File: src/hdl/ece_pkg.sv
// Shared constants, codes and types for the easing curve evaluator.
package ece_pkg;

  // Fixed-point format of progress and eased values: one is 2^FRAC_BITS.
  localparam int FRAC_BITS = 15;
  localparam int XW        = FRAC_BITS + 1;
  localparam int MAXPOW    = 5;
  localparam int ACC_W     = MAXPOW * XW;
  localparam int MW        = (MAXPOW - 1) * XW;
  localparam int SHW       = $clog2(ACC_W);
  localparam int QW        = XW + 1;
  localparam int CW        = 3;
  localparam int IN_W      = 16;
  localparam int FUNC_W    = 4;
  localparam int OUT_W     = 16;
  localparam int RW        = (QW > OUT_W) ? QW : OUT_W + 1;

  // Cycles from the accepting edge to the edge that takes the result.
  localparam int PIPE_LAT  = 7;

  localparam logic [XW-1:0]    ONE      = XW'(1) << FRAC_BITS;
  localparam logic [XW-1:0]    HALF     = XW'(1) << (FRAC_BITS - 1);
  localparam logic [OUT_W-1:0] OUT_MAX  = '1;
  localparam logic [OUT_W-1:0] EASED_MAX = (FRAC_BITS >= OUT_W) ? OUT_MAX : OUT_W'(ONE);

  // Curve selector codes.
  localparam logic [FUNC_W-1:0] FN_LINEAR      = 4'd0;
  localparam logic [FUNC_W-1:0] FN_QUAD_IN     = 4'd1;
  localparam logic [FUNC_W-1:0] FN_QUAD_OUT    = 4'd2;
  localparam logic [FUNC_W-1:0] FN_QUAD_INOUT  = 4'd3;
  localparam logic [FUNC_W-1:0] FN_CUBIC_IN    = 4'd4;
  localparam logic [FUNC_W-1:0] FN_CUBIC_OUT   = 4'd5;
  localparam logic [FUNC_W-1:0] FN_CUBIC_INOUT = 4'd6;
  localparam logic [FUNC_W-1:0] FN_QUART_IN    = 4'd7;
  localparam logic [FUNC_W-1:0] FN_QUART_OUT   = 4'd8;
  localparam logic [FUNC_W-1:0] FN_QUART_INOUT = 4'd9;
  localparam logic [FUNC_W-1:0] FN_QUINT_IN    = 4'd10;
  localparam logic [FUNC_W-1:0] FN_QUINT_OUT   = 4'd11;
  localparam logic [FUNC_W-1:0] FN_QUINT_INOUT = 4'd12;

  // One item as it travels down the power pipeline.
  typedef struct packed {
    logic [XW-1:0]    x;     // base of the power, t or 1-t
    logic [ACC_W-1:0] acc;   // running power of x
    logic [CW-1:0]    cnt;   // multiplications still to do
    logic [CW-1:0]    n;     // exponent, 1 for linear
    logic             fall;  // result is one minus the scaled power
    logic             coef;  // in-out curve: scale by 2^(n-1)
  } ece_item_t;

endpackage

File: src/hdl/ece_mul_stage.sv
// One pipeline stage that multiplies the running power by its base once more.
module ece_mul_stage (
  input  logic                clk,
  input  logic                rst_n,
  input  logic                in_valid,
  input  ece_pkg::ece_item_t  in_item,
  output logic                out_valid,
  output ece_pkg::ece_item_t  out_item
);
  import ece_pkg::*;

  logic [ACC_W-1:0] prod;
  ece_item_t        item_nxt;
  ece_item_t        item_r;
  logic             valid_r;

  // Multiply only while the exponent has not been reached yet.
  always_comb begin
    prod     = in_item.acc[MW-1:0] * in_item.x;
    item_nxt = in_item;
    if (in_item.cnt != '0) begin
      item_nxt.acc = prod;
      item_nxt.cnt = in_item.cnt - CW'(1);
    end
  end

  // Payload register.
  always_ff @(posedge clk) begin
    if (in_valid) begin
      item_r <= item_nxt;
    end
  end

  // Valid bit.
  always_ff @(posedge clk) begin
    if (!rst_n) begin
      valid_r <= 1'b0;
    end else begin
      valid_r <= in_valid;
    end
  end

  assign out_valid = valid_r;
  assign out_item  = item_r;

endmodule

File: config.mk
export PLATFORM = sky130hd
export DESIGN_NAME = ece_mul_stage
export DESIGN_NICKNAME = d
export VERILOG_FILES = /design/src/hdl/ece_pkg.sv /design/src/hdl/ece_mul_stage.sv
export SDC_FILE = /design/constraint.sdc
export NUM_CORES = 2
export LEC_CHECK = 0
export BUFFER_PORTS_ARGS = -buffer_cell sky130_fd_sc_hd__buf_2
export CORE_UTILIZATION = 40
export CTS_BUF_LIST = sky130_fd_sc_hd__clkbuf_4
export CTS_CLUSTER_DIAMETER = 120
export CTS_CLUSTER_SIZE = 8
export DETAILED_ROUTE_END_ITERATION = 7
export GPL_TIMING_DRIVEN = 0
export HOLD_SLACK_MARGIN = 0.02
export PLACE_DENSITY = 0.56
export SLEW_MARGIN = 20
export SYNTH_ARGS = -nofsm -noshare
export SYNTH_HDL_FRONTEND = slang
export SYNTH_SLANG_ARGS = --single-unit
export TNS_END_PERCENT = 100
File: constraint.sdc
create_clock -name clk -period 16.7 [get_ports clk]
set_input_delay 0.835 -clock clk [delete_from_list [all_inputs] [get_ports clk]]
set_output_delay 0.835 -clock clk [all_outputs]
set_load 0.05 [all_outputs]
## After elaboration in Yosys (flattened, before gate mapping)

Index checks and enable logic that the tools add are counted.

| storage, ports and cells | value |
|---|---|
| word-level logic and storage cells | 11 |
| output and inout bits | 105 |
| input port bits | 107 |
| flip-flop bits (word level) | 105 |

| operators by class | value |
|---|---|
| multiply operators | 1 |
| reductions and logical operators | 1 |
| add/sub/neg operators | 1 |
| muxes and demuxes | 1 |

Operators with widths:

| operator | number |
|---|---|
| $mux 83 | 1 |
| $mul 64x16->80 | 1 |
| $reduce_bool 3->1 | 1 |
| $sub 3x1->3 const B | 1 |

## Depth between registers and ports, before layout

| logic depth | value |
|---|---|
| depth after elaboration | 2 |
| mapped depth | 27 |

## Worst setup path before layout

No wires, ideal clock.

| timing | value |
|---|---|
| path type | input to register |
| start | input port in_item[89] (netlist bit) |
| end | register item_r (netlist bit out_item[74]), data pin |
| path slack | 9.489 ns |
| path buffers | 3 |
| arrival time | 6.950 ns |
| required time | 16.440 ns |
| stages on the path | 25 |
| cells stage by stage | clkbuf_1 -> clkbuf_1 -> nand2_1 -> fa_1 -> inv_1 -> fa_1 -> inv_1 -> fa_1 -> inv_1 -> fa_1 -> fa_1 -> inv_1 -> fa_1 -> inv_1 -> ha_1 -> clkbuf_1 -> nand4_1 -> or3_1 -> a2111oi_2 -> nor3_4 -> o31ai_4 -> a211o_1 -> a21oi_2 -> xnor2_1 -> mux2_4 |

RTL lines:

| element | line | RTL |
|---|---|---|
| from (decl) | ece_mul_stage.sv:6 | `input ece_pkg::ece_item_t in_item,` |
| to (signal assigned) | ece_mul_stage.sv:30 | `item_r <= item_nxt;` |
| to (decl) | ece_mul_stage.sv:14 | `ece_item_t item_r;` |

==> flow_summary.yaml <==
timing:
  fmax_mhz: 102
  slew-limit-headroom_pct: 13.3
  finalSetupViolCount: 0
  fin_setup_tns_ns: 0
  rsz0062_at_grt: "false"
  min_period_ns: 9.83
  hold_violations: 0
  period_share_pct: 58.9
  report.final.slew_viol_count: 0
  worst_slew_pin_slew_ns: 1.29
synth:
  yosysMostFrequentCell: "inv_1"
  netlist_instances: 4045
  synth_top_family_by_area: "adder cells"
  synthAdderAreaFrac_pct: 53.9
  synth_compound_area_share_pct: 6.33
  ys_seq_elements: 105
  ys_types: 61
  synth_area_leaders: "fa_1 (48%), inv_1 (9.7%), nand2_1 (8.8%), edfxtp_1 (8.7%), and2_1 (6.0%)"
  synth_xor_area_share_pct: 1.79
  synth_seq_area_share_pct: 8.79
  async_flop_share_pct: 0
  muxShareOfSynthArea_pct: 0.196
  syn-mean-instance-area_um2: 8.84
  synth_fp_nets: 5173
  synth_common_cells: "inv_1 (925), fa_1 (866), nand2_1 (839)"
  yosys.area.top_type: "fa_1"
  synth_top_area_share_pct: 48.5
  synth_warnings: 0
  synth_edf_count: 104
  yosys.area_share.simple_pct: 16.8
  synthFlopType: "edfxtp_1"
  syn_area_um2: 35800
clock_tree:
  clock-sinks: 105
  ctsResizeCount: 0
  clockRootBuffer: "clkbuf_4"
  path_clk_slew_ns: 0.23
  htreeDepth: 3
  tritoncts: "yes"
  clockBufferDepth: 2
  cts_made_buffers: 9
  ctsHoldBuffers: 0
  post-cts-setup-buffer-count: 0
floorplan:
  core_area_um2: 88500
  die_area_um2: 90600
  num_io_pins: 212
  std_cell_rows: 109
  die_w_um: 301
  start_util_pct: 40.4
  die_height_um: 301
critical_path:
  required_ns: 17.07
  cp_data_arrival_time_ns: 10.20
  worstSetupPathType: "in -> reg"
  start_kind: "input pin"
  crit_fanout: 10
  max_stage_delay_ns: 1.07
  cpMaxStageDelayCell: "o21ai_0"
  crit_path_frequent_cell: "fa_1"
  worst_setup_path_end_kind: "register"
min_path:
  holdPathEnd: "out_item[2]"
  hold_path_depth: 1
  min_from: "in_item[2]"
  hold_class: "in -> reg"
global_route:
  antenna_found_initial: 17
  track_usage_pct: 29.1
  grt_pass1_vias: 29849
  grt_max_degree: 70
  grt_first_pass_wirelength_mm: 192
  grt.overflow.total: 0
run:
  cap_violations: 0
detailed_routing:
  vias: 28292
  wl_per_cell_um: 23.3
  firstDrtPassIters: 8
  highest_layer: "met5"
  wl_met3_mm: 9.97
  dr_wl_met2_mm: 58.3
  viasPerCell: 5.20
  drtIter0Drc: 2354
  ant_nets: 0
  wl_met1_mm: 53.0
  wl_mm: 127
  drc: 46
outcome:
  violations: "design-rule violations"
  status: "finished, violations left"
cells_and_area:
  layout-drive-gt1-share_pct: 6.09
  fin_nets: 5391
  n_fill_cell: 8968
  syn2layout_area_growth_pct: 7.56
  final_cell_area_um2: 38500
place:
  dp_hpwl_mm: 106
  place_area_um2: 38300
  gp_congestion: 0.992
  numPortBuffers: 205
## per-stage QoR
step	instances	util [%]	worst slack, ns	hold WS (ns)
final	5439	43.5	6.87	0.277
after global routing	5436	43.4	6.83	0.212
after CTS	5433	43.4	7.24	0.201
after detailed placement	5417	43.3	6.54	1.01
after global placement	5415	43.2	6.20	1.01
after floorplan	4045	-	9.49	0.934
## placed cells by master (no fill, tap or decap), drive strengths merged, types with 45 or more instances in the layout
master,instances
nor2,45
xnor2,46
clkbuf,237
and2,341
edfxtp,104
fa,866
inv,930
ha,155
buf,216
nand2,839
o21ai,124
a21oi,96
## sequential cells by signal, summed over array words and instances (netlist names)
| name | flops |
|---|---|
| out_valid | 1 |
| out_item | 104 |
## routing by layer
layer / vias to the layer above / global-route usage, %
met1: 14645 / 39.7
met2: 1111 / 46.2
met5: - / 0
met4: 16 / 10.9
met3: 217 / 5.42
li1: 12303 / -
## cell type report
class                   instances  area [µm²]  area share [%]
diodes                          6        15.0          0.0390
multi-input cells            2778       28200            73.4
well taps                    1165        1460            3.79
plain buffers                 237         905            2.35
clock buffers                   9        67.6           0.176
repair buffers                207        1070            2.79
clock inverters                 7        83.8           0.218
inverters                     925        3470            9.03
flip-flops and latches        105        3140            8.17
## worst max-delay path by stage
stage,slack (ns),from,endpoint,cells after the start
after CTS,7.24,in_item[94],out_item[48],25
after detailed placement,6.54,in_item[94],out_item[84],26
final,6.87,in_item[94],out_item[48],25
after global placement,6.20,in_item[94],out_item[84],26
after floorplan,9.49,in_item[89],out_item[74],25
after global routing,6.83,in_item[97],out_item[48],26
## cells by family (layout without fill, tap and decap cells)
group / after synthesis / count (layout)
muxes: 6 / 6
other: 0 / 6
and+or+nand+nor: 1314 / 1314
buffers and inverters: 1162 / 1385
AOI/OAI and AO/OA: 364 / 364
DFF: 105 / 105
adders and majority gates: 1021 / 1021
xor gates and xnor gates: 73 / 73
## worst max-delay path: cells and delay by family
kind / cells / cell delay [ns]
buf+inv: 8 / 2.16
simple gates: 2 / 0.35
xor+xnor: 1 / 0.09
compound gates: 7 / 3.63
fa+ha+maj: 7 / 3.11
Power is left out: the tool's default activity adds up to more than one toggle a clock period on the data nets, which glitch-free logic cannot reach.
