--- src/hdl/ece_pkg.sv ---
// Shared constants, codes and types for the easing curve evaluator.
package ece_pkg;

  // Fixed-point format of progress and eased values: one is 2^FRAC_BITS.
  localparam int FRAC_BITS = 15;
  localparam int XW        = FRAC_BITS + 1;
  localparam int MAXPOW    = 5;
  localparam int ACC_W     = MAXPOW * XW;
  localparam int MW        = (MAXPOW - 1) * XW;
  localparam int SHW       = $clog2(ACC_W);
  localparam int QW        = XW + 1;
  localparam int CW        = 3;
  localparam int IN_W      = 16;
  localparam int FUNC_W    = 4;
  localparam int OUT_W     = 16;
  localparam int RW        = (QW > OUT_W) ? QW : OUT_W + 1;

  // Cycles from the accepting edge to the edge that takes the result.
  localparam int PIPE_LAT  = 7;

  localparam logic [XW-1:0]    ONE      = XW'(1) << FRAC_BITS;
  localparam logic [XW-1:0]    HALF     = XW'(1) << (FRAC_BITS - 1);
  localparam logic [OUT_W-1:0] OUT_MAX  = '1;
  localparam logic [OUT_W-1:0] EASED_MAX = (FRAC_BITS >= OUT_W) ? OUT_MAX : OUT_W'(ONE);

  // Curve selector codes.
  localparam logic [FUNC_W-1:0] FN_LINEAR      = 4'd0;
  localparam logic [FUNC_W-1:0] FN_QUAD_IN     = 4'd1;
  localparam logic [FUNC_W-1:0] FN_QUAD_OUT    = 4'd2;
  localparam logic [FUNC_W-1:0] FN_QUAD_INOUT  = 4'd3;
  localparam logic [FUNC_W-1:0] FN_CUBIC_IN    = 4'd4;
  localparam logic [FUNC_W-1:0] FN_CUBIC_OUT   = 4'd5;
  localparam logic [FUNC_W-1:0] FN_CUBIC_INOUT = 4'd6;
  localparam logic [FUNC_W-1:0] FN_QUART_IN    = 4'd7;
  localparam logic [FUNC_W-1:0] FN_QUART_OUT   = 4'd8;
  localparam logic [FUNC_W-1:0] FN_QUART_INOUT = 4'd9;
  localparam logic [FUNC_W-1:0] FN_QUINT_IN    = 4'd10;
  localparam logic [FUNC_W-1:0] FN_QUINT_OUT   = 4'd11;
  localparam logic [FUNC_W-1:0] FN_QUINT_INOUT = 4'd12;

  // One item as it travels down the power pipeline.
  typedef struct packed {
    logic [XW-1:0]    x;     // base of the power, t or 1-t
    logic [ACC_W-1:0] acc;   // running power of x
    logic [CW-1:0]    cnt;   // multiplications still to do
    logic [CW-1:0]    n;     // exponent, 1 for linear
    logic             fall;  // result is one minus the scaled power
    logic             coef;  // in-out curve: scale by 2^(n-1)
  } ece_item_t;

endpackage

--- src/hdl/ece_round.sv ---
// Scaling, rounding and saturation of the finished power in two stages.
module ece_round (
  input  logic                       clk,
  input  logic                       rst_n,
  input  logic                       in_valid,
  input  ece_pkg::ece_item_t         in_item,
  output logic                       out_valid,
  output logic [ece_pkg::OUT_W-1:0]  out_eased
);
  import ece_pkg::*;

  typedef struct packed {
    logic [QW-1:0] q;
    logic          half;
    logic          sticky;
    logic          fall;
  } ece_frac_t;

  logic [SHW-1:0]   nm1;
  logic [SHW-1:0]   eff;
  logic [SHW-1:0]   hidx;
  logic [ACC_W-1:0] shifted;
  logic [ACC_W-1:0] mask;
  ece_frac_t        frac_nxt;
  ece_frac_t        frac_r;
  logic             fvalid_r;
  logic [QW-1:0]    q_up;
  logic [QW-1:0]    r;
  logic [RW-1:0]    r_w;
  logic [OUT_W-1:0] eased_nxt;
  logic [OUT_W-1:0] eased_r;
  logic             ovalid_r;

  // Split coef * x^n / one^(n-1) into integer part, half bit and sticky bit.
  always_comb begin
    nm1      = SHW'(in_item.n) - SHW'(1);
    eff      = SHW'(FRAC_BITS) * nm1 - (in_item.coef ? nm1 : SHW'(0));
    hidx     = (eff == '0) ? SHW'(0) : eff - SHW'(1);
    shifted  = in_item.acc >> eff;
    mask     = (ACC_W'(1) << hidx) - ACC_W'(1);
    frac_nxt.q      = shifted[QW-1:0];
    frac_nxt.half   = (eff != '0) & in_item.acc[hidx];
    frac_nxt.sticky = |(in_item.acc & mask);
    frac_nxt.fall   = in_item.fall;
  end

  // Round to nearest, ties up, then clamp to one and to the field.
  always_comb begin
    if (frac_r.fall) begin
      q_up = frac_r.q + QW'(frac_r.half & frac_r.sticky);
      r    = (q_up >= QW'(ONE)) ? QW'(0) : QW'(ONE) - q_up;
    end else begin
      q_up = frac_r.q + QW'(frac_r.half);
      r    = (q_up > QW'(ONE)) ? QW'(ONE) : q_up;
    end
    r_w       = RW'(r);
    eased_nxt = (r_w > RW'(OUT_MAX)) ? OUT_MAX : OUT_W'(r_w);
  end

  // Payload registers.
  always_ff @(posedge clk) begin
    if (in_valid) begin
      frac_r <= frac_nxt;
    end
    if (fvalid_r) begin
      eased_r <= eased_nxt;
    end
  end

  // Valid bits.
  always_ff @(posedge clk) begin
    if (!rst_n) begin
      fvalid_r <= 1'b0;
      ovalid_r <= 1'b0;
    end else begin
      fvalid_r <= in_valid;
      ovalid_r <= fvalid_r;
    end
  end

  assign out_valid = ovalid_r;
  assign out_eased = eased_r;

endmodule

--- config.mk ---
export PLATFORM = sky130hd
export DESIGN_NAME = ece_round
export DESIGN_NICKNAME = d
export VERILOG_FILES = /design/src/hdl/ece_pkg.sv /design/src/hdl/ece_round.sv
export SDC_FILE = /design/constraint.sdc
export NUM_CORES = 1
export LEC_CHECK = 0
export ABC_CLOCK_PERIOD_IN_PS = 15300
export BUFFER_PORTS_ARGS = -buffer_cell sky130_fd_sc_hd__clkbuf_2
export CAP_MARGIN = 15
export CELL_PAD_IN_SITES_DETAIL_PLACEMENT = 1
export CELL_PAD_IN_SITES_GLOBAL_PLACEMENT = 1
export CORE_ASPECT_RATIO = 0.5
export CORE_MARGIN = 2
export CORE_UTILIZATION = 49
export CTS_BUF_LIST = sky130_fd_sc_hd__clkbuf_8
export DETAILED_ROUTE_END_ITERATION = 6
export PLACE_DENSITY_LB_ADDON = 0.1
export SLEW_MARGIN = 20
export SYNTH_ARGS = -nofsm -noshare
export SYNTH_HDL_FRONTEND = slang
export SYNTH_SLANG_ARGS = --single-unit
--- constraint.sdc ---
create_clock -name clk -period 15.3 [get_ports clk]
set_input_delay 1.53 -clock clk [delete_from_list [all_inputs] [get_ports clk]]
set_output_delay 1.53 -clock clk [all_outputs]
set_load 0.01 [all_outputs]
# Word level (Yosys, flattened, before mapping)
# Index checks and enable logic that the tools add are counted.
# classes
addsub	7
n_mul	1
magnitude_cmp	4
shift	2
mux	7
n_bitwise	3
reduce_logical	3
# ops
operator	n
80-bit AND	1
80-bit OR reduction	1
1-bit by 7-bit left shift with 80-bit output, first input constant	1
80-bit by 7-bit right shift with 17-bit output	1
80-bit by 2-bit subtractor with 80-bit output, second input constant	1
17-bit two-way mux	3
17-bit by 1-bit adder with 17-bit output	2
17-bit by 16-bit > comparator with 1-bit output, second input constant	2
17-bit by 16-bit >= comparator with 1-bit output, second input constant	1
16-bit by 17-bit subtractor with 17-bit output, first input constant	1
7-bit two-way mux	2
7-bit by 8-bit less-than comparator with 1-bit output, second input constant	1
1-bit binary-select mux with 7-bit select	1
7-bit logical NOT	1
5-bit by 4-bit multiplier with 7-bit output, first input constant	1
7-bit nonzero test	1
7-bit by 1-bit subtractor with 7-bit output, second input constant	1
7-bit subtractor	1
3-bit by 1-bit subtractor with 4-bit output, second input constant	1
1-bit AND	2
1-bit two-way mux	1
# word_totals
register_bits	38
input_bits	107
output_inout_bits	17
wordCells	34

# Logic depth before layout (Yosys ltp)
# Gate-level depths: netlist of run 1.
# logic_depth
word_depth	9
mapped_depth	33
ltp_nobuf	28

# Worst setup path after synthesis of run 1
# OpenSTA, ideal clock, no wires.
# synth_timing
kind	input -> register
start	input port in_item[2] (netlist name)
end	register frac_r[1] (netlist name) (data pin)
setup_time_ps	263
t_arrival_ps	7960
t_required_ps	15037
slack_ps	7077
path_stages	29
path_buffers	5
cell_sequence	clkbuf_1 inv_1 clkbuf_1 ha_1 xor2_1 inv_1 ha_1 inv_1 fa_1 fa_1 inv_1 ha_1 buf_2 xnor2_2 and4_1 nand3_1 nor2_1 clkbuf_1 a21oi_1 ha_1 clkbuf_1 nand2_1 nor2_1 or4_1 nor4_1 nand4_1 nor4_1 nand4_1 a2111o_1
# synth_rtl
element	line_no	rtl
start: declaration	ece_round.sv:6	input ece_pkg::ece_item_t in_item,
end signal: assignment	ece_round.sv:63	frac_r <= frac_nxt;
end: declaration	ece_round.sv:25	ece_frac_t frac_r;

==> results of run 1 <==
-- cell families after synthesis --
logic type / Yosys count
multiplexers: 194
XOR/XNOR: 71
adder cells (fa/ha/maj): 27
AO/OA/AOI/OAI: 441
flip-flops: 38
buffers and inverters: 164
AND/OR/NAND/NOR: 673
-- cells in the mapped netlist, types with 13 or more instances --
cell,instances
ha_1,22
nor3_1,40
buf_1,17
a211oi_1,47
nand3_1,83
mux2i_1,169
nand2b_1,16
mux4_2,14
inv_1,38
a31oi_1,23
a22oi_1,13
o211ai_1,21
a21oi_1,96
o22ai_1,23
xor2_1,18
nand2_1,250
and2_1,16
o21ai_0,74
clkbuf_1,98
nor2_1,149
nand4_1,25
edfxtp_1,36
and3_1,28
xnor2_1,49
-- power by group through the flow --
stage	registers (mW)	logic [mW]	clock network (mW)
floorplan	0.192	1.38	0
global placement	0.231	1.87	0
detailed placement	0.236	1.96	0
CTS	0.235	1.97	0.0728
global route	0.244	2.16	0.0749
finish	0.237	2.09	0.0737
-- worst paths after layout --
kind	start	end	slack, ns	depth (start not counted)
hold reg to reg	frac_r[0]	out_eased[15]	0.72	1
setup reg to reg	frac_r[9]	out_eased[11]	11.39	11
hold / removal	frac_r[0]	out_eased[15]	0.72	1
setup / recovery	in_item[3]	frac_r[1]	4.19	29
-- cell type report --
class                      instances  area (µm²)
multi-input combinational       1406        9478
sequential                        38        1121
fill                            2944       10630
clock inverter                     3       21.27
clock buffer                       5       68.82
timing repair buffer             134       745.7
antenna                            2       5.005
tap                              307       384.1
inverter                          38       142.6
-- sequential cells by signal, indices dropped and copies added, names as in the netlist --
register   flops
frac_r        20
out_eased     16
fvalid_r       1
out_valid      1
-- stage by stage --
stage / util / cells / area [µm²]
after CTS: 0.5290 / 1931 / 11950
final: 0.5297 / 1933 / 11970
after global routing: 0.5295 / 1932 / 11960
after global placement: 0.5251 / 1923 / 11860
after floorplan: - / 1608 / 11190
after detailed placement: 0.5251 / 1923 / 11860
-- layer usage --
metal / up-vias / wire length (µm)
met4: 0 / 3791
li1: 6052 / -
met5: - / 0
met1: 7021 / 23020
met3: 341 / 8222
met2: 1229 / 25650
-- worst reg2reg max path, cell delays in order (launching register included) --
cell      delay [ns]
edfxtp_1        0.61
nand4_1         0.22
nor4_1          0.72
and2_1          0.29
nand2_1         0.07
o22ai_1         0.22
a31oi_1         0.12
o21ai_0         0.25
nand3_1         0.60
o22a_1          0.45
nor2_1          0.10
a221o_1         0.12
==> results by group, run 1 <==
STA
  • Clk_skew: 0.009812 ns
  • Worst Setup Slack, final: 4.195 ns
  • Clock period minus worst slack: 11.11 ns
  • Min Hold Slack: 0.7158 ns
  • Fin. max-slew vios: 0
  • Setup TNS: 0 ns
  • Tcrit/Tclk final: 0.7258
  • Worst-Margin Slew: 1.150 ns
  • Final Hold Viols: 0
  • F_max: 0.09005 GHz
  • RSZ-0062 raised after global routing: no
  • Final setup fails: 0
  • Slew HR: 0.2306

Synth
  • Synth Warn #: 0
  • Syn Area/Cell: 6.958 µm²
  • Synth Instances: 1608
  • Post-synthesis mux area share: 0.1945
  • EDFF count, synth: 36
  • Cell accounting for the most synthesized area: mux2i_1
  • Synth Area in Compound Gates: 0.2721
  • Sequential area share after synthesis: 0.1002
  • Post-Synth Adder-Cell Area: 0.03355
  • Yosys cell types: 95
  • Synth top area share: 0.1512
  • Largest family of logic cells by synthesized area: simple AND/OR/NAND/NOR gates
  • Largest cells by area after synthesis: mux2i_1 15%, edfxtp_1 9.7%, nand2_1 8.4%, nor2_1 5.0%, a21oi_1 4.3%
  • FFs w/ async S/R, synth: 0
  • Syn Nets: 1742
  • Synth Area in Simple Gates: 0.2823
  • Synth Area in XOR/XNOR: 0.05949
  • Cell Area, Synth: 11190 µm²
  • #FFs+latches synth: 38
  • Ys flop type: edfxtp_1

Clock network
  • Total CTS buffers: 5
  • Maximum root-to-sink buffer count: 2
  • Clock Pin Slew Worst Setup and Hold Paths: 0.09 ns
  • Hold-fix buffers, CTS: 0
  • CTS Sinks: 38
  • Root buffer cell: clkbuf_8
  • CTS tree: built
  • CTS resizes: 0
  • Postcts setup bufs: 0
  • Htree depth: 2
  • Clk Latency, worst-skew pair: 0.32 ns

Drt
  • Initial DRC count: 2209
  • Residual DRC: 0
  • Vias per inst: 7.575
  • Final WL: 60680 µm
  • Routed WL per cell: 31.39 µm
  • Post-route ant nets: 0
  • Initial DRT Pass Iterations: 5
  • DR vias: 14.64k

Place
  • DP HPWL: 46480 µm
  • Dpl ws: 4.299 ns
  • Port buffer count: 104
  • Routability Congestion: 1.099

Floorplan
  • I/O Pins: 124
  • Die Wd: 217.7 µm
  • Initial Utilization: 0.4952
  • Die H: 110.9 µm
  • Core ar.: 22590 µm²
  • Row Count: 39
  • Full die area: 24130 µm²

Worst setup path
  • Crit path required time: 15.34 ns
  • Critical path's largest stage delay: 0.73 ns
  • CP arrival: 11.14 ns
  • Max stage delay cell, worst path: nor4_1
  • Crit Path Class: in2reg
  • Endpoint type of the worst setup path: flop
  • Worst Path Buf+Inv: 7
  • Crit path max-delay family: simple AND/OR/NAND/NOR gates
  • Critical path fanouts, max: 37
  • Startpoint type of the worst setup path: input pin

Global routing
  • GRT Total Usage: 0.4877
  • Pin count of the biggest net entering global routing: 74
  • Initial antenna violation count: 3
  • Vias in the first global route: 14.50k
  • Layer with the highest usage: met2
  • Overflow left after global routing: 0
  • Met3 usage: 0.1336
  • First-pass GRT wire length: 89680 µm
  • GRT met2 Usage: 0.7482
  • Met1 usage: 0.6213

Final layout
  • Final net count: 1757
  • Commonest non-fill, non-tap cell in the layout: nand2_1
  • Most frequent cells in the layout: 249 x nand2_1, 168 x mux2i_1, 145 x nor2_1
  • Area grow syn2layout: 6.956%
  • Share of layout cells above drive strength 1: 0.1268

Power and ir drop
  • Clk pwr share: 0.031
  • Combinational share of power: 0.871
  • Tot Pwr: 2.404 mW
  • Net switching power figure: 1.530 mW
  • Internal power: 0.8743 mW
  • Leakage power: 4.839 nW
  • Sw Ratio: 0.6364
  • PD cells: 200.9 nW/µm²
  • Sequential share of power: 0.099
  • Maximum VDD drop: 0.2999 mV

Min path
  • Worst min-delay path class: reg2reg

Flow run
  • Max-cap violations: 0

Run status
  • Outcome: finished, final reports clean
Power figures use the tool's default switching activity.
==> run 2: changes to the inputs <==
Settings changed: ABC_AREA from default to 1, ABC_CLOCK_PERIOD_IN_PS 15300 to 11400, CORE_UTILIZATION 49 to 41.
Clock period 15.3 ns to 11.4 ns, I/O delays scaled along.
==> run 2 against run 1 <==
Critical path depth grew 6. Critical path type unchanged. Highest routed layer unchanged. Register-to-register slack lost 3.9 ns. Sequential share of layout area shrank 0.33 points. Global-route usage shrank 12 points. Flip-flop and latch count is the same. Non-clock buffer count shrank 16. Worst hold slack lost 0.018 ns. Combinational power grew 15%. Wire length shrank 8.9%.
==> results by group, run 2 <==
Place
  • DP HPWL: 46190 µm
  • Port buffer count: 104
  • Dpl ws: 2.840 ns
  • Placed instance count: 2655
  • Placed Area: 12310 µm²
  • Routability Congestion: 1.069

Final layout
  • Register area: 1121 µm²
  • Largest Register: frac_r
  • Final design utilization: 0.4466
  • Area grow syn2layout: 6.824%
  • Fill cells: 4302
  • Multi-input gate area in the final layout: 9060 µm²
  • ANT cells: 0
  • Final net count: 2414
  • Max FFs per register: 20
  • Commonest non-fill, non-tap cell in the layout: nand2_1
  • Share of layout cells above drive strength 1: 0.08768
  • Most frequent cells in the layout: 765 x nand2_1, 261 x nor2_1, 251 x o21ai_0
  • Final std cells w/o fill: 2663
  • Finished Cell Area: 12400 µm²

Synth
  • Ys flop type: edfxtp_1
  • Cell accounting for the most synthesized area: nand2_1
  • FFs w/ async S/R, synth: 0
  • Yosys cell types: 63
  • Largest cells by area after synthesis: nand2_1 25%, o21ai_0 11%, edfxtp_1 9.3%, nand3_1 8.7%, nor2_1 8.5%
  • Synth Warn #: 0
  • Syn Area/Cell: 5.154 µm²
  • EDFF count, synth: 36
  • Synth cell count leaders: 766 x nand2_1, 263 x nor2_1, 251 x o21ai_0
  • Most common cell in the netlist: nand2_1
  • Synth top area share: 0.2477
  • Cell Area, Synth: 11610 µm²
  • Syn Nets: 2386
  • #FFs+latches synth: 38
  • Sequential area share after synthesis: 0.09659
  • Synth Instances: 2252

Global routing
  • Pin count of the biggest net entering global routing: 92
  • GRT Total Usage: 0.3641
  • Vias in the first global route: 14.68k
  • Overflow left after global routing: 0
  • First-pass GRT wire length: 83480 µm
  • Initial antenna violation count: 0

Power and ir drop
  • PD cells: 222.0 nW/µm²
  • Leakage power: 6.798 nW
  • Tot Pwr: 2.753 mW
  • Maximum VDD drop: 0.09964 mV
  • Internal power: 0.9341 mW
  • Sw Ratio: 0.6606
  • Clk pwr share: 0.033
  • Sequential share of power: 0.097
  • Combinational share of power: 0.870
  • Net switching power figure: 1.819 mW

Worst setup path
  • FF-to-FF path depth: 18
  • Crit Path Class: in2reg
  • RR Startpoint: frac_r[2]
  • Worst R2R End: out_eased[1]
  • Critical path's largest stage delay: 0.81 ns
  • Startpoint type of the worst setup path: input pin
  • Endpoint type of the worst setup path: flop
  • Worst reg-to-reg setup slack: 7.50 ns
  • Max stage delay cell, worst path: o21bai_4
  • Most frequent CP cell: nand2_1
  • CP arrival: 8.38 ns
  • Crit path required time: 11.40 ns
  • Critical path fanouts, max: 36

Drt
  • Vias per inst: 5.808
  • Routed WL per cell: 20.76 µm
  • DR vias: 15.47k
  • Final WL: 55270 µm
  • Initial DRC count: 1400
  • Initial DRT Pass Iterations: 5
  • Post-route ant nets: 0
  • Residual DRC: 0

Min path
  • Hold path startpoint: frac_r[0]
  • Hold EP: out_eased[15]
  • Hold depth: 1
  • Worst min-delay path class: reg2reg

Floorplan
  • Die Wd: 241.9 µm
  • Initial Utilization: 0.4181
  • Die H: 123.0 µm
  • Row Count: 43
  • Core ar.: 27760 µm²
  • Full die area: 29750 µm²
  • I/O Pins: 124

Clock network
  • Maximum root-to-sink buffer count: 2
  • Postcts setup bufs: 0
  • Clock Pin Slew Worst Setup and Hold Paths: 0.08 ns
  • Hold-fix buffers, CTS: 0
  • Clk Latency, worst-skew pair: 0.30 ns
  • CTS tree: built
  • Htree depth: 2
  • Root buffer cell: clkbuf_8
  • CTS resizes: 0
  • Total CTS buffers: 5
  • CTS Sinks: 38

STA
  • Clock period minus worst slack: 8.383 ns
  • Slew HR: 0.3113
  • F_max: 0.1193 GHz
  • Worst Setup Slack, final: 3.017 ns
  • Setup TNS: 0 ns
  • Min Hold Slack: 0.6981 ns
  • Fin. max-slew vios: 0
  • Final setup fails: 0
  • Worst-Margin Slew: 1.033 ns
  • Final Hold Viols: 0
  • Clk_skew: 0.009966 ns
  • RSZ-0062 raised after global routing: no
  • Tcrit/Tclk final: 0.7353

Flow run
  • Max-cap violations: 0

Run status
  • Outcome: finished, final reports clean
==> run 2: kinds of logic (layout without fill, tap and decap cells) <==
group,Yosys count,in the layout,synth area share
AND/OR/NAND/NOR,1360,1360,0.5005
AO/OA/AOI/OAI,402,402,0.2026
buffers and inverters,370,399,0.1241
XOR/XNOR,39,39,0.03008
flip-flops,38,38,0.09659
adder cells (fa/ha/maj),27,27,0.03234
multiplexers,16,16,0.01380
==> run 2: per-layer routing <==
metal  GRT usage  routed length, µm
met1      0.4863              24560
met2      0.5952              23640
met3     0.05839               4739
met4      0.1420               2336
met5           0                  0
==> run 2: critical path: cells and delay by family <==
| kind | cells | cell delay [ns] |
|---|---|---|
| AOI/OAI and AO/OA | 1 | 0.81 |
| adders and majority gates | 5 | 1.99 |
| buffers and inverters | 7 | 1.17 |
| and+or+nand+nor | 22 | 3.20 |
==> run 2: power groups by stage <==
stage / sequential (mW) / combinational [mW] / clock, mW
2_1_floorplan: 0.263 / 1.63 / 0
3_3_place_gp: 0.267 / 2.27 / 0
3_5_place_dp: 0.269 / 2.32 / 0
4_1_cts: 0.267 / 2.33 / 0.0935
5_1_grt: 0.273 / 2.62 / 0.0973
6_report: 0.267 / 2.40 / 0.0907
==> run 2: layout make-up <==
cell class,instances,area share
clock buffers,5,0.005551
repair buffers,118,0.05046
multi-input cells,1844,0.7308
flip-flops and latches,38,0.09042
clock inverters,3,0.001312
well taps,382,0.03855
inverters,273,0.08296
==> run 2: how the worst max path moves through the flow <==
| stage | from | cells past startpoint | slack, ns | to |
|---|---|---|---|---|
| finish | in_item[3] | 35 | 3.02 | frac_r[1] |
| global route | in_item[3] | 39 | 2.50 | frac_r[1] |
| CTS | in_item[3] | 39 | 3.16 | frac_r[1] |
| detailed placement | in_item[3] | 39 | 2.84 | frac_r[1] |
| global placement | in_item[3] | 36 | 2.96 | frac_r[1] |
| floorplan | in_item[2] | 38 | 5.03 | frac_r[1] |
