===== config.mk =====
export PLATFORM = sky130hd
export DESIGN_NAME = ece_front
export DESIGN_NICKNAME = d
export VERILOG_FILES = /design/src/hdl/ece_pkg.sv /design/src/hdl/ece_front.sv
export SDC_FILE = /design/constraint.sdc
export NUM_CORES = 1
export LEC_CHECK = 0
export BUFFER_PORTS_ARGS = -buffer_cell sky130_fd_sc_hd__buf_4
export CORE_ASPECT_RATIO = 1.25
export CORE_UTILIZATION = 39
export DETAILED_ROUTE_END_ITERATION = 12
export PLACE_DENSITY_LB_ADDON = 0.25
export REMOVE_ABC_BUFFERS = 1
export SLEW_MARGIN = 20
export SYNTH_ARGS = -nofsm -noshare
export SYNTH_HDL_FRONTEND = slang
export SYNTH_SLANG_ARGS = --single-unit

===== constraint.sdc =====
create_clock -name clk -period 1.86 [get_ports clk]
set_clock_uncertainty 0.1 [all_clocks]
set_input_delay 0.279 -clock clk [delete_from_list [all_inputs] [get_ports clk]]
set_output_delay 0.279 -clock clk [all_outputs]
set_load 0.02 [all_outputs]

===== src/hdl/ece_pkg.sv =====
// Shared constants, codes and types for the easing curve evaluator.
package ece_pkg;

  // Fixed-point format of progress and eased values: one is 2^FRAC_BITS.
  localparam int FRAC_BITS = 15;
  localparam int XW        = FRAC_BITS + 1;
  localparam int MAXPOW    = 5;
  localparam int ACC_W     = MAXPOW * XW;
  localparam int MW        = (MAXPOW - 1) * XW;
  localparam int SHW       = $clog2(ACC_W);
  localparam int QW        = XW + 1;
  localparam int CW        = 3;
  localparam int IN_W      = 16;
  localparam int FUNC_W    = 4;
  localparam int OUT_W     = 16;
  localparam int RW        = (QW > OUT_W) ? QW : OUT_W + 1;

  // Cycles from the accepting edge to the edge that takes the result.
  localparam int PIPE_LAT  = 7;

  localparam logic [XW-1:0]    ONE      = XW'(1) << FRAC_BITS;
  localparam logic [XW-1:0]    HALF     = XW'(1) << (FRAC_BITS - 1);
  localparam logic [OUT_W-1:0] OUT_MAX  = '1;
  localparam logic [OUT_W-1:0] EASED_MAX = (FRAC_BITS >= OUT_W) ? OUT_MAX : OUT_W'(ONE);

  // Curve selector codes.
  localparam logic [FUNC_W-1:0] FN_LINEAR      = 4'd0;
  localparam logic [FUNC_W-1:0] FN_QUAD_IN     = 4'd1;
  localparam logic [FUNC_W-1:0] FN_QUAD_OUT    = 4'd2;
  localparam logic [FUNC_W-1:0] FN_QUAD_INOUT  = 4'd3;
  localparam logic [FUNC_W-1:0] FN_CUBIC_IN    = 4'd4;
  localparam logic [FUNC_W-1:0] FN_CUBIC_OUT   = 4'd5;
  localparam logic [FUNC_W-1:0] FN_CUBIC_INOUT = 4'd6;
  localparam logic [FUNC_W-1:0] FN_QUART_IN    = 4'd7;
  localparam logic [FUNC_W-1:0] FN_QUART_OUT   = 4'd8;
  localparam logic [FUNC_W-1:0] FN_QUART_INOUT = 4'd9;
  localparam logic [FUNC_W-1:0] FN_QUINT_IN    = 4'd10;
  localparam logic [FUNC_W-1:0] FN_QUINT_OUT   = 4'd11;
  localparam logic [FUNC_W-1:0] FN_QUINT_INOUT = 4'd12;

  // One item as it travels down the power pipeline.
  typedef struct packed {
    logic [XW-1:0]    x;     // base of the power, t or 1-t
    logic [ACC_W-1:0] acc;   // running power of x
    logic [CW-1:0]    cnt;   // multiplications still to do
    logic [CW-1:0]    n;     // exponent, 1 for linear
    logic             fall;  // result is one minus the scaled power
    logic             coef;  // in-out curve: scale by 2^(n-1)
  } ece_item_t;

endpackage


===== src/hdl/ece_front.sv =====
// Input stage: clamps progress, decodes the curve and picks the power base.
module ece_front (
  input  logic                        clk,
  input  logic                        rst_n,
  input  logic                        accept,
  input  logic [ece_pkg::FUNC_W-1:0]  in_func,
  input  logic [ece_pkg::IN_W-1:0]    in_progress,
  output logic                        valid,
  output ece_pkg::ece_item_t          item
);
  import ece_pkg::*;

  localparam int TW = (XW > IN_W) ? XW : IN_W;

  logic [TW-1:0]   t_wide;
  logic [XW-1:0]   t_c;
  logic [XW-1:0]   u_c;
  logic            lower;
  logic [CW-1:0]   n;
  logic            is_out;
  logic            is_inout;
  ece_item_t       item_nxt;
  ece_item_t       item_r;
  logic            valid_r;

  // Clamp progress to one and form its complement.
  always_comb begin
    t_wide = TW'(in_progress);
    t_c    = (t_wide > TW'(ONE)) ? ONE : XW'(t_wide);
    u_c    = ONE - t_c;
    lower  = (t_c < HALF);
  end

  // Exponent from the curve family.
  always_comb begin
    case (in_func)
      FN_QUAD_IN, FN_QUAD_OUT, FN_QUAD_INOUT:    n = CW'(2);
      FN_CUBIC_IN, FN_CUBIC_OUT, FN_CUBIC_INOUT: n = CW'(3);
      FN_QUART_IN, FN_QUART_OUT, FN_QUART_INOUT: n = CW'(4);
      FN_QUINT_IN, FN_QUINT_OUT, FN_QUINT_INOUT: n = CW'(5);
      default:                                   n = CW'(1);
    endcase
  end

  // Curve shape; linear, in curves and unassigned codes leave both flags low.
  always_comb begin
    is_out   = 1'b0;
    is_inout = 1'b0;
    case (in_func)
      FN_QUAD_OUT, FN_CUBIC_OUT, FN_QUART_OUT, FN_QUINT_OUT:         is_out   = 1'b1;
      FN_QUAD_INOUT, FN_CUBIC_INOUT, FN_QUART_INOUT, FN_QUINT_INOUT: is_inout = 1'b1;
      default: begin
        is_out = 1'b0;
      end
    endcase
  end

  // Build the item: falling curves take the power of 1-t.
  always_comb begin
    item_nxt.fall = is_out | (is_inout & ~lower);
    item_nxt.coef = is_inout;
    item_nxt.x    = item_nxt.fall ? u_c : t_c;
    item_nxt.acc  = ACC_W'(item_nxt.x);
    item_nxt.n    = n;
    item_nxt.cnt  = n - CW'(1);
  end

  // Payload register.
  always_ff @(posedge clk) begin
    if (accept) begin
      item_r <= item_nxt;
    end
  end

  // Valid bit.
  always_ff @(posedge clk) begin
    if (!rst_n) begin
      valid_r <= 1'b0;
    end else begin
      valid_r <= accept;
    end
  end

  assign valid = valid_r;
  assign item  = item_r;

endmodule


* After elaboration in Yosys (flattened, before gate mapping)
Memories as Yosys holds them, arrays and structs flattened.
Index checks and enable logic that the tools add are counted.
** Word-level totals
- Bits in registers :: 25
- Bits in read-only memories :: 48
- Input bits :: 23
- Output and inout bits :: 105
- Word-level logic and storage cells :: 28
- Memories :: 1
** Cells by class
- Add/subtract/negate cells :: 2
- Order comparisons :: 2
- Equality and inequality tests :: 8
- Muxes and demuxes :: 4
- Bitwise logic cells :: 3
- Reductions and logical operators :: 2
** Memory list
- (no name shown) :: depth 16, width 3, read ports 1, clocked after memory_dff 0, wr ports 0, RTL line ece_front.sv:36 : case (in_func)
** Operators by type and width (number)
- two-way mux 16 bit :: 2
- == test 4 bit, second input constant :: 4
- > comparator 16 bit, second input constant :: 1
- < comparator 16 x 15 -> 1 bit, second input constant :: 1
- subtractor 16 bit, first input constant :: 1
- == test 4 x 2 -> 1 bit, second input constant :: 2
- == test 4 x 3 -> 1 bit, second input constant :: 2
- OR reduction 4 bit :: 2
- subtractor 3 x 1 -> 3 bit, second input constant :: 1
- two-way mux 1 bit :: 2
- AND 1 bit :: 1
- inverter 1 bit :: 1
- bitwise OR 1 bit :: 1

* Logic depth before layout (Yosys ltp)
Gate-level depths: netlist of run 1.
- Word-level depth :: 7
- Gate-level depth with buffers :: 7
- Gate-level depth less buffers :: 6

* Least setup slack after synthesis of run 1
No wires, ideal clock.
- Path type :: in2reg
- Start point :: input port in_func[0] (netlist bit)
- End point :: register item_r, in the netlist item[13] (data pin)
- Library setup time :: 260 ps
- Data arrival time :: 1670 ps
- Required time :: 1500 ps
- Path slack :: -170 ps
- Cell stages on the path :: 6
- Buffers on the path :: 1
- Path through :: buf_6 or3b_1 maj3_2 o211ai_4 a21oi_1 mux2_2
** RTL lines
- start: declaration :: RTL line ece_front.sv:6 : input logic [ece_pkg::FUNC_W-1:0] in_func,
- end signal: assignment :: RTL line ece_front.sv:71 : item_r <= item_nxt;
- end: declaration :: RTL line ece_front.sv:23 : ece_item_t item_r;

==> out/metrics.cfg, run 1 <==
[status]
outcome = finished clean

[drt]
antenna_left = 0
wl_per_cell_um = 12.18
post_drt_via_cell_ratio = 4.645
initialDrtViolationCount = 109
drt-total-wl_um = 4252
vias = 1621
drtPass1Iterations = 4
drcViolationCount = 0

[yosys]
synth_flop_cell = edfxtp_1
synth.top_cells.by_count = 80 x buf_4, 24 x edfxtp_1, 13 x nand2_1, 11 x a21oi_1
yosysMostFrequentCell = buf_4
synth_area_leaders = edfxtp_1 35%, buf_4 29%, a21oi_1 2.7%
synth_seq_area_share = 0.3571
syn-cell-area_um2 = 2074
yosysUniqueCellTypes = 44
synth_top_cell_area_share = 0.3474
synth_area_leader_cell = edfxtp_1
synth_edf_count = 24
netlist_instances = 218
ys_async_sr_fraction = 0
synth-seq-cells = 25
synth_area_per_cell_um2 = 9.516
yosys_warnings = 0

[worst_setup_path]
critPathCaptureType = flip-flop
worst-setup-path-type = in -> reg
cp-start-kind = primary input
cp_max_fo = 6
arrival_ps = 1860
critPathRequiredTime_ps = 1870

[place]
dp_cells = 343
place_area_um2 = 2400
portBuffers = 63
place_hpwl_um = 3336
routabilityCongestion = 0.8550

[power_and_ir_drop]
powerDensity_nw_per_um2 = 703.3
power_leakage_nw = 1.157
power_w = 0.001749
vdd_ir_drop_max_mv = 0.2900

[floorplan]
start_util = 0.4084
die-area_um2 = 5617
placementRows = 29
die_y_um = 83.54
core_um2 = 5080
ios = 128
dieWidth_um = 67.24

[clock_tree]
cts_buffer_depth = 2
clock-root-buffer = clkbuf_8
cts_buffers = 3
cts.clk_slew.worst_paths_ps = 90
cts_tree = yes
clock-sinks = 25
htreeDepth = 1

[job]
cap_violations = 0

[final_layout]
nFillCells = 495
syn_to_final_growth_pct = 19.90
final_layout_size_suffix_gt1_frac = 0.3798
antennaDiodeCount = 0
postLayoutCoreUtil = 0.4897
final_area_um2 = 2487
finalNonFillerCells = 349
final_nets = 313

[timing]
fmax_mhz = 541.8
grt_setup_unrepaired = yes
maxSlewViolCount = 0
finalCritPeriodShare = 0.9923
setup_viol = 0
timing_hold_violations_final = 0
finalSetupTns_ps = 0
fin_crit_ps = 1846

[grt]
grt_usage = 0.1451
grt_pass1_vias = 1324
grt_pass1_wl_um = 6196
grt.overflow.total = 0
grt_start_max_net_pins = 26
antenna_found_initial = 0

[worst_hold_path]
hp-class = in -> reg

==> final timing paths <==
kind / to / slack, ps / start / cells past startpoint
max: item[12] / 10 / in_progress[15] / 8
min: valid / 110 / rst_n / 2
==> cell families (layout without fill, tap and decap cells) <==
group / count (synthesis) / count (layout) / share of synthesized area
other: 1 / 64 / 0.001808
buffers and inverters: 94 / 100 / 0.3233
AO/OA/AOI/OAI: 29 / 29 / 0.1013
AND/OR/NAND/NOR: 56 / 56 / 0.1526
adder cells (fa/ha/maj): 3 / 3 / 0.01749
XOR/XNOR: 6 / 6 / 0.02533
flip-flops: 25 / 25 / 0.3571
multiplexers: 4 / 4 / 0.02111
==> through the flow <==
stage          hold slack (ps)  setup slack (ps)
6_report                 109.4             14.28
3_3_place_gp             386.7            -248.4
2_1_floorplan            291.5            -195.7
3_5_place_dp             389.6            -318.7
4_1_cts                  109.2             4.801
5_1_grt                  112.7            -67.16
==> repair_timing <==
| item | in CTS | in global routing |
|---|---|---|
| gates cloned | 0 | 1 |
| hold buffers | 0 | 0 |
| setup buffers | 0 | 1 |
| pin swaps | 0 | 6 |
| gates resized for setup | 3 | 5 |
| setup endpoints to repair | 2 | 8 |
==> placed cells by master, fill, tap and decap left out, types with 3 or more instances in the layout <==
| master | n |
|---|---|
| buf_4 | 85 |
| conb_1 | 64 |
| edfxtp_1 | 24 |
| nand2_1 | 13 |
| a21oi_1 | 9 |
| nor2_1 | 8 |
| nor3_1 | 7 |
| inv_1 | 6 |
| or3_1 | 5 |
| xnor2_1 | 5 |
| nor4_1 | 5 |
| o21ai_0 | 5 |
| mux2_2 | 3 |
| or4_1 | 3 |
| and4_4 | 3 |
| a211oi_2 | 3 |
| clkbuf_8 | 3 |
| buf_6 | 3 |
==> critical path: stages <==
cell and delay, ps:
buf_6 90, or3b_1 370, maj3_2 320, o211ai_4 260
buf_6 170, inv_8 40, and4_4 140, a211oi_2 190
==> cell type report <==
type                       instances  area, um2  area share
inverter                           7      33.78     0.01358
timing repair buffer              88      671.9      0.2701
multi-input combinational        162      912.1      0.3667
clock buffer                       4      45.04     0.01811
tap                               62      77.57     0.03119
sequential                        25      740.7      0.2978
timing repair inverter             1      6.256    0.002515
==> flip-flops by register name (all words and copies together) (netlist names) <==
signal and count:
item 24, valid 1
==> power by group <==
group | internal (W) | total [W] | switching [W] | leakage, nW
Combinational | 0.000272 | 0.000701 | 0.000429 | 0.893
Sequential | 0.000694 | 0.000723 | 0.0000292 | 0.241
Clock | 0.000153 | 0.000326 | 0.000173 | 0.0228
Total | 0.00112 | 0.00175 | 0.000631 | 1.16
==> routing by layer <==
layer | vias to the layer above | GRT usage | wire, um
met5 | - | 0 | 0
met2 | 103 | 0.2791 | 2265
met1 | 751 | 0.1586 | 1554
met4 | 0 | 0.04062 | 116
met3 | 10 | 0.01503 | 315
li1 | 757 | - | -
Note: power is estimated with default switching activity, not from simulation.
==> run 2, diff against run 1 <==
--- a/config.mk
+++ b/config.mk
@@ -7,7 +7,7 @@
 export LEC_CHECK = 0
 export BUFFER_PORTS_ARGS = -buffer_cell sky130_fd_sc_hd__buf_4
 export CORE_ASPECT_RATIO = 1.25
-export CORE_UTILIZATION = 39
+export CORE_UTILIZATION = 40
 export DETAILED_ROUTE_END_ITERATION = 12
 export PLACE_DENSITY_LB_ADDON = 0.25
 export REMOVE_ABC_BUFFERS = 1
==> constraint.sdc (replaced) <==
create_clock -name clk -period 2.3 [get_ports clk]
set_clock_uncertainty 0.1 [all_clocks]
set_input_delay 0.345 -clock clk [delete_from_list [all_inputs] [get_ports clk]]
set_output_delay 0.345 -clock clk [all_outputs]
set_load 0.02 [all_outputs]
==> run 2 against run 1 <==
Clock-buffer cell count decreased by 1. Via count decreased by 9.1%. Largest power group unchanged. Die area decreased by 2.4%.
==> out/metrics.cfg, run 2 (synthesis results as in run 1) <==
[clock_tree]
cts_buffers = 3
post_cts_resized = 0
cts_buffer_depth = 2
htreeDepth = 1
clock-root-buffer = clkbuf_8
cts_setup_buffers = 0
clock-sinks = 25
cts_tree = yes
postCtsHoldBufs = 0
cts.clk_slew.worst_paths_ps = 90

[worst_setup_path]
cp_max_fo = 19
critPathCaptureType = flip-flop
cpPeakStageDelay_ps = 470
arrival_ps = 1940
crit_chain = buf_4, mux2_2, a21oi_1, o211ai_4, buf_12, or4_1, o211ai_1
cp-start-kind = primary input
cpMaxStageDelayCell = or4_1
worst-setup-path-type = in -> reg
critPathRequiredTime_ps = 2300

[final_layout]
finalNonFillerCells = 326
final_layout_size_suffix_gt1_frac = 0.3233
syn_to_final_growth_pct = 11.52
postLayoutCoreUtil = 0.4751
final_common_cell = buf_4
antennaDiodeCount = 0
largest_reg_flops = 24
final_nets = 292
mostFrequentLayoutCells = 67 x buf_4, 64 x conb_1, 24 x edfxtp_1, 13 x nand2_1, 11 x a21oi_1

[timing]
maxSlewViolCount = 0
timing_hold_violations_final = 0
fin_crit_ps = 1941
finalSetupTns_ps = 0
fmax_mhz = 515.1
grt_setup_unrepaired = no
final.setup.worst_slack_ps = 358.8
finalCritPeriodShare = 0.8440
setup_viol = 0

[power_and_ir_drop]
powerDensity_nw_per_um2 = 593.1
power_leakage_nw = 1.056
vdd_ir_drop_max_mv = 0.2294

[drt]
initialDrtViolationCount = 57
drtPass1Iterations = 4
antenna_left = 0
drt-total-wl_um = 3691
vias = 1473
post_drt_via_cell_ratio = 4.518
wl_per_cell_um = 11.32
drcViolationCount = 0

[grt]
grt_pass1_wl_um = 5609
grt.overflow.total = 0
grt_pass1_vias = 1175
antenna_found_initial = 0
grt_start_max_net_pins = 26
grt_usage = 0.1370

[place]
portBuffers = 63
dp_cells = 322
routabilityCongestion = 0.7775
place_hpwl_um = 2863
pre_cts_slack_ps = 67.34

[worst_hold_path]
hold_start = rst_n
hold_end = valid
hold_depth = 2
hp-class = in -> reg

[floorplan]
start_util = 0.4260
die_y_um = 82.52
ios = 128
dieWidth_um = 66.41
placementRows = 28
core_um2 = 4870
die-area_um2 = 5480

[status]
outcome = finished clean

[job]
cap_violations = 0

[run 2: changes by cell type in the layout (fill, tap and decap cells not counted), sizes merged]
cell / delta
clkinv: +1
inv: -1
buf: -20
clkbuf: -1
[run 2: cell type report]
class,instances,area (um2)
tap,60,75.07
clock inverter,1,5.005
fill,472,2556
clock buffer,3,41.29
sequential,25,740.7
multi-input combinational,162,899.6
inverter,7,28.78
timing repair buffer,68,523.0
[run 2: worst max path at each step]
stage                    start        to  slack, ps  cells after the start
2_1_floorplan  in_progress[14]  item[13]        180                      5
3_3_place_gp   in_progress[14]  item[13]         90                      7
3_5_place_dp   in_progress[14]  item[13]         70                      7
4_1_cts        in_progress[14]  item[13]        360                      7
5_1_grt             in_func[0]  item[21]        250                      7
6_report            in_func[0]  item[21]        360                      7
[run 2: worst max-delay path: cells and delay by family]
kind	cells	cell delay, ps
AO/OA/AOI/OAI	3	490
multiplexers	1	330
AND/OR/NAND/NOR	1	470
buffers and inverters	2	300
[run 2: through the flow]
stage	instance area, um2	power [W]	hold slack (ps)
final	2313	0.001372	171.4
after global routing	2313	0.001449	171.8
after CTS	2313	0.001385	170.2
after detailed placement	2267	0.001119	459.1
after global placement	2267	0.001114	456.1
after floorplan	1669	0.0009005	357.5
[run 2: metal layers]
layer	global-route usage	wire length, um	up-vias
met3	0.01236	279	7
met4	0.07872	97	0
met2	0.2418	1864	87
met1	0.1614	1450	660
li1	-	-	719
met5	0	0	-
[run 2: where the power goes]
group          total, W  internal (W)  switching (W)
clock network  0.000266      0.000122       0.000145
logic          0.000525      0.000193       0.000332
registers      0.000581      0.000561      0.0000205
==> run 3, diff against run 2 <==
==> constraint.sdc (replaced) <==
create_clock -name clk -period 1.94 [get_ports clk]
set_clock_uncertainty 0.1 [all_clocks]
set_input_delay 0.291 -clock clk [delete_from_list [all_inputs] [get_ports clk]]
set_output_delay 0.291 -clock clk [all_outputs]
set_load 0.02 [all_outputs]
==> run 3 against run 2 <==
Combinational power rose by 24%. Total power up 20%. Final cell count up 4.6%. Worst hold slack worse by 50 ps. Critical endpoint is now item[22]. Largest power group unchanged.
==> out/metrics.cfg, run 3 (synthesis results as in run 1) <==
[final_layout]
antennaDiodeCount = 0
final_area_um2 = 2425
final_nets = 307
final_layout_size_suffix_gt1_frac = 0.3559
syn_to_final_growth_pct = 16.89
finalNonFillerCells = 341
nFillCells = 460
final_common_cell = buf_4
largest_reg_flops = 24
mostFrequentLayoutCells = 82 x buf_4, 64 x conb_1, 24 x edfxtp_1, 13 x nand2_1, 11 x a21oi_1

[clock_tree]
cts_tree = yes
cts.clk_slew.worst_paths_ps = 80
post_cts_resized = 0
cts_setup_buffers = 0
cts_buffer_depth = 2
clock-root-buffer = clkbuf_8
clock-sinks = 25
cts_buffers = 3
postCtsHoldBufs = 0
htreeDepth = 1

[timing]
fmax_mhz = 537.6
fin_crit_ps = 1860
timing_hold_violations_final = 0
grt_setup_unrepaired = no
finalSetupTns_ps = 0
maxSlewViolCount = 0
fin_hold_ws_ps = 121.4
final.setup.worst_slack_ps = 79.74
finalCritPeriodShare = 0.9589
setup_viol = 0

[floorplan]
die_y_um = 82.52
ios = 128
core_um2 = 4870
start_util = 0.4260
die-area_um2 = 5480
placementRows = 28
dieWidth_um = 66.41

[drt]
drcViolationCount = 0
drtPass1Iterations = 4
drt-total-wl_um = 3799
vias = 1533
antenna_left = 0
initialDrtViolationCount = 38
wl_per_cell_um = 11.14
post_drt_via_cell_ratio = 4.496

[worst_setup_path]
critPathRequiredTime_ps = 1950
arrival_ps = 1870
worst-setup-path-type = in -> reg
crit_chain = buf_4, or3b_1, maj3_2, o211ai_4, buf_12, inv_4, and4_4, a211oi_2
critPathCaptureType = flip-flop
cpMaxStageDelayCell = or3b_1
cpPeakStageDelay_ps = 370
cp_max_fo = 17
cp-start-kind = primary input

[grt]
grt_pass1_wl_um = 5533
grt_pass1_vias = 1205
grt_start_max_net_pins = 26
antenna_found_initial = 0
grt_usage = 0.1362
grt.overflow.total = 0

[power_and_ir_drop]
power_leakage_nw = 1.127
powerDensity_nw_per_um2 = 678.4
vdd_ir_drop_max_mv = 0.3017

[worst_hold_path]
hp-class = in -> reg

[place]
dp_cells = 337
routabilityCongestion = 0.8304
pre_cts_slack_ps = -221.4
portBuffers = 63
place_hpwl_um = 3031
place_area_um2 = 2380

[status]
outcome = finished clean

[job]
cap_violations = 0

## run 3: changes by cell type in the layout (fill, tap and decap cells not counted)
| cell | previous run | this run |
|---|---|---|
| buf_4 | 67 | 82 |
| clkbuf_1 | 0 | 1 |
| clkinv_2 | 1 | 0 |
## run 3: through the flow
stage | util | power (W)
2_1_floorplan | - | 0.001068
3_3_place_gp | 0.4887 | 0.001344
3_5_place_dp | 0.4887 | 0.001353
4_1_cts | 0.4979 | 0.001664
5_1_grt | 0.4979 | 0.001735
6_report | 0.4979 | 0.001645
## run 3: final timing paths
kind	startpoint	to	slack [ps]	cells past startpoint
worst max-delay path	in_progress[14]	item[22]	80	8
worst min-delay path	rst_n	valid	120	2
## run 3: final cells by class
cell class / instances / area (um2) / area share
Sequential cell: 25 / 740.7 / 0.3055
Clock buffer: 4 / 45.04 / 0.01858
Timing Repair Buffer: 83 / 635.6 / 0.2621
Inverter: 7 / 28.78 / 0.01187
Multi-Input combinational cell: 162 / 899.6 / 0.3710
Tap cell: 60 / 75.07 / 0.03096
## run 3: metal layers
| layer | routed length [um] | vias to the layer above | GRT usage | share of wire |
|---|---|---|---|---|
| met5 | 0 | - | 0 | 0 |
| met4 | 76 | 0 | 0.06383 | 0.020 |
| met3 | 314 | 6 | 0.01786 | 0.083 |
| met2 | 1983 | 90 | 0.2551 | 0.52 |
| met1 | 1424 | 693 | 0.1504 | 0.37 |
| li1 | - | 744 | - | - |
## run 3: critical path, delay by kind of cell
| kind | cells | cell delay (ps) |
|---|---|---|
| AND/OR/NAND/NOR | 2 | 550 |
| AO/OA/AOI/OAI | 2 | 350 |
| buffers and inverters | 3 | 350 |
| adder cells (fa/ha/maj) | 1 | 330 |
## run 3: power by group
group	switching, W	internal (W)	total (W)
clock network	0.000160	0.000147	0.000307
logic	0.000399	0.000250	0.000649
registers	0.0000237	0.000665	0.000689
total	0.000583	0.00106	0.00164
